File: config.mk
export PLATFORM = sky130hd
export DESIGN_NAME = sorted_priority_ready_queue
export DESIGN_NICKNAME = d
export VERILOG_FILES = /design/src/rtl/core/srq_pkg.sv /design/src/rtl/core/srq_cell.sv /design/src/rtl/core/sorted_priority_ready_queue.sv
export SDC_FILE = /design/constraint.sdc
export NUM_CORES = 2
export LEC_CHECK = 0
export BUFFER_PORTS_ARGS = -buffer_cell sky130_fd_sc_hd__buf_2
export CAP_MARGIN = 0
export CORE_MARGIN = 8
export CORE_UTILIZATION = 55
export DETAILED_ROUTE_END_ITERATION = 16
export MAX_ROUTING_LAYER = met4
export PLACE_DENSITY = 0.71
export SYNTH_ARGS = -nofsm -noshare
export SYNTH_HDL_FRONTEND = slang
export SYNTH_SLANG_ARGS = --single-unit
File: constraint.sdc
create_clock -name clk -period 8.3 [get_ports clk]
set_input_delay 2.49 -clock clk [delete_from_list [all_inputs] [get_ports clk]]
set_output_delay 2.49 -clock clk [all_outputs]
set_load 0.01 [all_outputs]
File: src/rtl/core/srq_pkg.sv
// Shared types and constants for the sorted priority ready queue.
package srq_pkg;

  localparam int DefQueueDepth = 64;
  localparam int OutCountW     = 7;

  typedef struct packed {
    logic [7:0] pri;
    logic [7:0] id;
  } entry_t;

  typedef enum logic {
    FUNC_INSERT = 1'b0,
    FUNC_REMOVE = 1'b1
  } func_t;

  typedef enum logic [1:0] {
    ST_DONE  = 2'd0,
    ST_FULL  = 2'd1,
    ST_EMPTY = 2'd2
  } status_t;

  // Per-cycle command broadcast to every cell of the chain.
  typedef struct packed {
    logic   ins;
    logic   rem;
    entry_t new_ent;
  } cell_ctl_t;

endpackage

File: src/rtl/core/srq_cell.sv
// One slot of the sorted shift-register chain.
module srq_cell (
  input  logic               clk,
  input  srq_pkg::cell_ctl_t ctl,
  input  logic               occ,
  input  srq_pkg::entry_t    left_ent,
  input  logic               left_le,
  input  srq_pkg::entry_t    right_ent,
  output srq_pkg::entry_t    entry_r,
  output logic               le
);
  import srq_pkg::*;

  entry_t entry_nxt;

  // Empty slots count as "less or equal" so the new entry lands at the tail.
  assign le = !occ || (entry_r.pri <= ctl.new_ent.pri);

  always_comb begin
    entry_nxt = entry_r;
    if (ctl.rem) begin
      entry_nxt = right_ent;
    end else if (ctl.ins && le) begin
      entry_nxt = left_le ? left_ent : ctl.new_ent;
    end
  end

  always_ff @(posedge clk) begin
    entry_r <= entry_nxt;
  end

endmodule

File: src/rtl/core/sorted_priority_ready_queue.sv
// Top level: sorted priority ready queue built from a chain of slot cells.
//
// Usage:
//   A transaction is accepted on a rising edge with start high and busy low.
//   in_func selects insert (place in_process_id/in_priority_req in priority
//   order, newest first among equals) or remove (pop the head entry).
//   Exactly one result follows per transaction: out_valid is high for one
//   cycle, in the cycle after the accepting edge, carrying out_status,
//   out_removed_id, out_removed_priority and out_entry_count.
//   Throughput is one transaction per cycle while busy is low. Every slot
//   compares against the new priority in parallel and shifts left or right
//   by one in the same edge, so no operation iterates.
//   Insert when full and remove when empty are refused with a status code
//   and leave the queue untouched.
//   Reset (rst_n low, synchronous) empties the queue; busy is set during
//   reset and cleared by its register once rst_n is high. Slot contents are not cleared, only
//   the entry count. The receiver cannot stall: each result must be taken
//   in its strobe cycle.
module sorted_priority_ready_queue #(
  parameter int QUEUE_DEPTH = srq_pkg::DefQueueDepth
) (
  input  logic                             clk,
  input  logic                             rst_n,
  input  logic                             start,
  output logic                             busy,
  input  logic                             in_func,
  input  logic [7:0]                       in_process_id,
  input  logic [7:0]                       in_priority_req,
  output logic                             out_valid,
  output logic [1:0]                       out_status,
  output logic [7:0]                       out_removed_id,
  output logic [7:0]                       out_removed_priority,
  output logic [srq_pkg::OutCountW-1:0]    out_entry_count
);
  import srq_pkg::*;

  localparam int CntW = $clog2(QUEUE_DEPTH + 1);

  logic [CntW-1:0] count_r, count_nxt;
  logic            busy_r;
  logic            accept, is_insert, is_remove, full, empty;
  cell_ctl_t       ctl;
  status_t         status_nxt;

  entry_t          ent   [QUEUE_DEPTH+1];
  logic            le_w  [QUEUE_DEPTH];
  logic            occ_w [QUEUE_DEPTH];

  logic            out_valid_r;
  status_t         out_status_r;
  logic [7:0]      out_rid_r, out_rpri_r;

  assign busy      = busy_r;
  assign accept    = start && !busy_r;
  assign is_insert = (in_func == FUNC_INSERT);
  assign is_remove = (in_func == FUNC_REMOVE);
  assign full      = (count_r == CntW'(QUEUE_DEPTH));
  assign empty     = (count_r == '0);

  assign ctl.ins         = accept && is_insert && !full;
  assign ctl.rem         = accept && is_remove && !empty;
  assign ctl.new_ent.pri = in_priority_req;
  assign ctl.new_ent.id  = in_process_id;

  // Right neighbor of the last slot; its value never lands in a live slot.
  assign ent[QUEUE_DEPTH] = '0;

  for (genvar i = 0; i < QUEUE_DEPTH; i++) begin : g_cell
    entry_t left_ent;
    logic   left_le;
    if (i == 0) begin : g_head
      assign left_ent = '0;
      assign left_le  = 1'b0;
    end else begin : g_body
      assign left_ent = ent[i-1];
      assign left_le  = le_w[i-1];
    end
    assign occ_w[i] = (CntW'(i) < count_r);
    srq_cell u_cell (
      .clk       (clk),
      .ctl       (ctl),
      .occ       (occ_w[i]),
      .left_ent  (left_ent),
      .left_le   (left_le),
      .right_ent (ent[i+1]),
      .entry_r   (ent[i]),
      .le        (le_w[i])
    );
  end

  always_comb begin
    count_nxt = count_r;
    if (ctl.ins) begin
      count_nxt = count_r + CntW'(1);
    end else if (ctl.rem) begin
      count_nxt = count_r - CntW'(1);
    end
  end

  always_comb begin
    status_nxt = ST_DONE;
    if (is_insert && full) begin
      status_nxt = ST_FULL;
    end else if (is_remove && empty) begin
      status_nxt = ST_EMPTY;
    end
  end

  always_ff @(posedge clk) begin
    if (!rst_n) begin
      count_r     <= '0;
      busy_r      <= 1'b1;
      out_valid_r <= 1'b0;
    end else begin
      count_r     <= count_nxt;
      busy_r      <= 1'b0;
      out_valid_r <= accept;
    end
  end

  always_ff @(posedge clk) begin
    if (accept) begin
      out_status_r <= status_nxt;
      out_rid_r    <= ctl.rem ? ent[0].id  : 8'd0;
      out_rpri_r   <= ctl.rem ? ent[0].pri : 8'd0;
    end
  end

  assign out_valid            = out_valid_r;
  assign out_status           = out_status_r;
  assign out_removed_id       = out_rid_r;
  assign out_removed_priority = out_rpri_r;
  assign out_entry_count      = OutCountW'(count_r);

`ifndef NO_ASSERTIONS
  a_count_bound: assert property (@(posedge clk) disable iff (!rst_n)
    count_r <= CntW'(QUEUE_DEPTH))
    else $error("entry count beyond queue depth");

  a_result_follows: assert property (@(posedge clk) disable iff (!rst_n)
    accept |=> out_valid)
    else $error("accepted transaction without result");

  a_full_refusal: assert property (@(posedge clk) disable iff (!rst_n)
    (out_valid && out_status == ST_FULL) |-> (count_r == CntW'(QUEUE_DEPTH)))
    else $error("insert refused while queue not full");

  a_empty_refusal: assert property (@(posedge clk) disable iff (!rst_n)
    (out_valid && out_status == ST_EMPTY) |-> (count_r == '0))
    else $error("remove refused while queue not empty");
`endif

endmodule
==> metrics.md <==
| Metric | Value |
|---|---|
| Run status | `finished clean` |
| I/O pin count | `47` |
| Post-Syn Nets | `6717` |
| Drt pass-1 iters | `7` |
| Fin nets | `6517` |
| Syn avg cell area | `10.4 um2` |
| Die ar. | `128000 um2` |
| CTS Buf Count | `110` |
| Synth top area share | `48.0%` |
| Core footprint | `116000 um2` |
| Post-CTS setup buffer count | `0` |
| First-pass GRT wire length | `298 mm` |
| Critical path arrival | `6.55 ns` |
| Final setup fails | `0` |
| Initial antenna violation count | `6` |
| Pre-CTS setup slack | `1.44 ns` |
| Commonest register cell after synthesis | `edfxtp_1` |
| Initial Util | `55.4%` |
| Maximum vdd drop | `180 uV` |
| Post-synth EDFFs | `1026` |
| Max Fclk | `161 MHz` |
| Post-DRT Antenna Nets | `0` |
| Max-slew violations | `0` |
| Asr flop ratio synth | `0%` |
| Worst-case clock buffer depth | `3` |
| Final worst setup slack | `2.10 ns` |
| Slew at the pin with the worst max-slew slack | `1.25 ns` |
| Endpoints failing hold | `0` |
| Clk_lat worst skew | `0.73 ns` |
| Rows | `125` |
| Via count | `50600` |
| Worst r2r src | `out_entry_count[0]` |
| Worst Skew | `0.0401 ns` |
| Power per cell area | `194 nW/um2` |
| DRT met1 WL | `81.5 mm` |
| Routed wl met3 | `20.9 mm` |
| Largest net degree at the start of global routing | `252` |
| Crit path max fanout | `35` |
| Detailed Route Iter0 Violations | `6669` |
| Layout cells sized above 1 | `7.17%` |
| Final WL | `199 mm` |
| Synth Cell Area | `64200 um2` |
| Synth-to-layout area growth | `7.56%` |
| Area contributors post-synth | `edfxtp_1 48%, ha_1 10%, mux2i_1 10%` |
| CTS resizes | `0` |
| Vias in the first global route | `47900` |
| Critical path cell sequence | `buf_4, clkinv_2, ha_1, nor2b_1, o211ai_1, a21oi_1, o31ai_4, nand2_1, nand2_1` |
| Seq/Total Area, Yosys | `48.7%` |
| Post-detail-place hpwl | `130 mm` |
| DR vias/cell | `6.65` |
| Setup TNS | `0 ns` |
| Worst Hold Class | `reg2reg` |
| Die W | `358 um` |
| Clk sink count | `1051` |
| Avg WL per Cell | `26.1 um` |
| Worst hold path cell count | `2` |
| Worst setup path startpoint | `in_priority_req[1]` |
| Synth Register Bits | `1051` |
| RSZ-0062 raised after global routing | `false` |
| CTS tree | `done` |
| I/O Buffers | `46` |
| Nature of the critical path endpoint | `register` |
| Reg2Reg Depth | `6` |
| DR DRC count | `0` |
| Highest metal used | `met4` |
| Min-delay src | `g_cell[63].u_cell.entry_r[1]` |
| Max-Cap Viols | `0` |
| Slew HR | `16.8%` |
| Tot GR Track Use | `30.9%` |
| Die extent in y | `358 um` |
| Cells after synthesis | `6182` |
| CP Class | `in2reg` |
| Fin crit share | `74.7%` |
| H-tree Lvls | `3` |
| Crit-path max cell delay | `0.96 ns` |
| Critical path startpoint category | `input pin` |
| Wire length on met2 | `86.3 mm` |
| Yosys warning total | `0` |
| Yosys cell types | `57` |
| Placer's final routability congestion estimate | `0.961` |
| WP data required | `8.65 ns` |
| Hold_buf cts | `0` |
| Min Tclk post-route | `6.20 ns` |
| Crit-path slowest cell | `o31ai_4` |
| Grt total ovfl | `0` |
| Crit-path most repeated cell | `nand2_1` |
| CTS root buf | `clkbuf_16` |
| Leakage | `27.1 nW` |
| Clock Pin Slew Worst Setup and Hold Paths | `0.06 ns` |
| Synth area leader | `edfxtp_1` |
-- registers in the layout, indices dropped and copies added (netlist names) --
name and flops:
out_valid 1, out_entry_count 7, out_status 2, out_removed_priority 8, out_removed_id 8, busy 1, g_cell.u_cell.entry_r 1024
-- metal layers --
layer  track usage, %  vias to the layer above
met5                -                        -
met4             14.6                        0
met3             5.41                      539
met2             44.9                     2890
met1             42.2                    24300
li1                 -                    22800
-- cells in the mapped netlist, drive strengths merged (2+ instances only) --
master / count
and4: 4
a21oi: 270
and3: 2
xor2: 2
o21ai: 757
ha: 515
dfxtp: 25
or3: 4
nand4: 124
buf: 205
nand2: 1152
nand4bb: 2
nor2: 77
nor3: 7
a211oi: 3
nand3b: 2
a21o: 22
mux2i: 639
o31ai: 10
edfxtp: 1026
nand3: 378
nor4: 2
or2: 2
and2: 17
o211ai: 392
inv: 77
o22ai: 37
o221ai: 45
o21a: 8
nor2b: 75
clkbuf: 287
-- through the flow --
step	std cells	util, %	instance area (um2)	hold WS [ns]	total power, W
3_3_place_gp	7394	56.4	65400	0.521	0.00827
5_1_grt	7610	59.5	69100	0.584	0.0138
6_report	7610	59.5	69100	0.543	0.0134
2_1_floorplan	6182	-	64200	0.505	0.00770
4_1_cts	7604	59.5	69100	0.545	0.0134
3_5_place_dp	7394	56.4	65400	0.532	0.00834
-- cell usage in the layout (no fill, tap or decap), types with 124 or more instances in the layout --
cell	count
nand2_1	1143
edfxtp_1	1026
o21ai_0	688
mux2i_1	639
ha_1	515
o211ai_1	392
nand3_1	378
a21oi_1	265
buf_4	132
nand4_1	124
-- power breakdown --
group	leakage [nW]	switching [W]	total, W	internal [W]
clock	1.80	0.00220	0.00513	0.00293
combinational	15.6	0.00116	0.00175	0.000583
sequential	9.69	0.000272	0.00654	0.00627
-- final cells by class --
type                            count  area (um2)
Antenna cell                        6        15.0
Timing Repair Buffer              180        1380
Clock inverter                     78         818
Clock buffer                      132        2860
Multi-Input combinational cell   4561       30500
Inverter                           78         309
Fill cell                        9485       46900
Tap cell                         1524        1910
Sequential cell                  1051       31300
-- final timing paths --
kind                                       end  slack, ns
setup reg to reg  g_cell[37].u_cell.entry_r[9]       4.02
setup / recovery  g_cell[2].u_cell.entry_r[12]       2.10
hold reg to reg   g_cell[63].u_cell.entry_r[1]       0.54
hold / removal    g_cell[63].u_cell.entry_r[1]       0.54
-- cell families (layout without fill, tap and decap cells) --
family,Yosys count,count (layout),share of synthesized area (%)
AOI/OAI and AO/OA,1551,1551,14.5
xor gates and xnor gates,3,3,0.0409
adders and majority gates,515,515,10.0
buffers and inverters,570,468,4.16
DFF,1051,1051,48.7
muxes,640,640,9.97
other,0,6,0
and+or+nand+nor,1852,1852,12.6
-- critical path, delay by kind of cell --
| kind | cells | cell delay [ns] |
|---|---|---|
| adder cells (fa/ha/maj) | 1 | 0.65 |
| AO/OA/AOI/OAI | 3 | 1.26 |
| buffers and inverters | 2 | 1.31 |
| AND/OR/NAND/NOR | 3 | 0.79 |
Power figures use the tool's default switching activity.
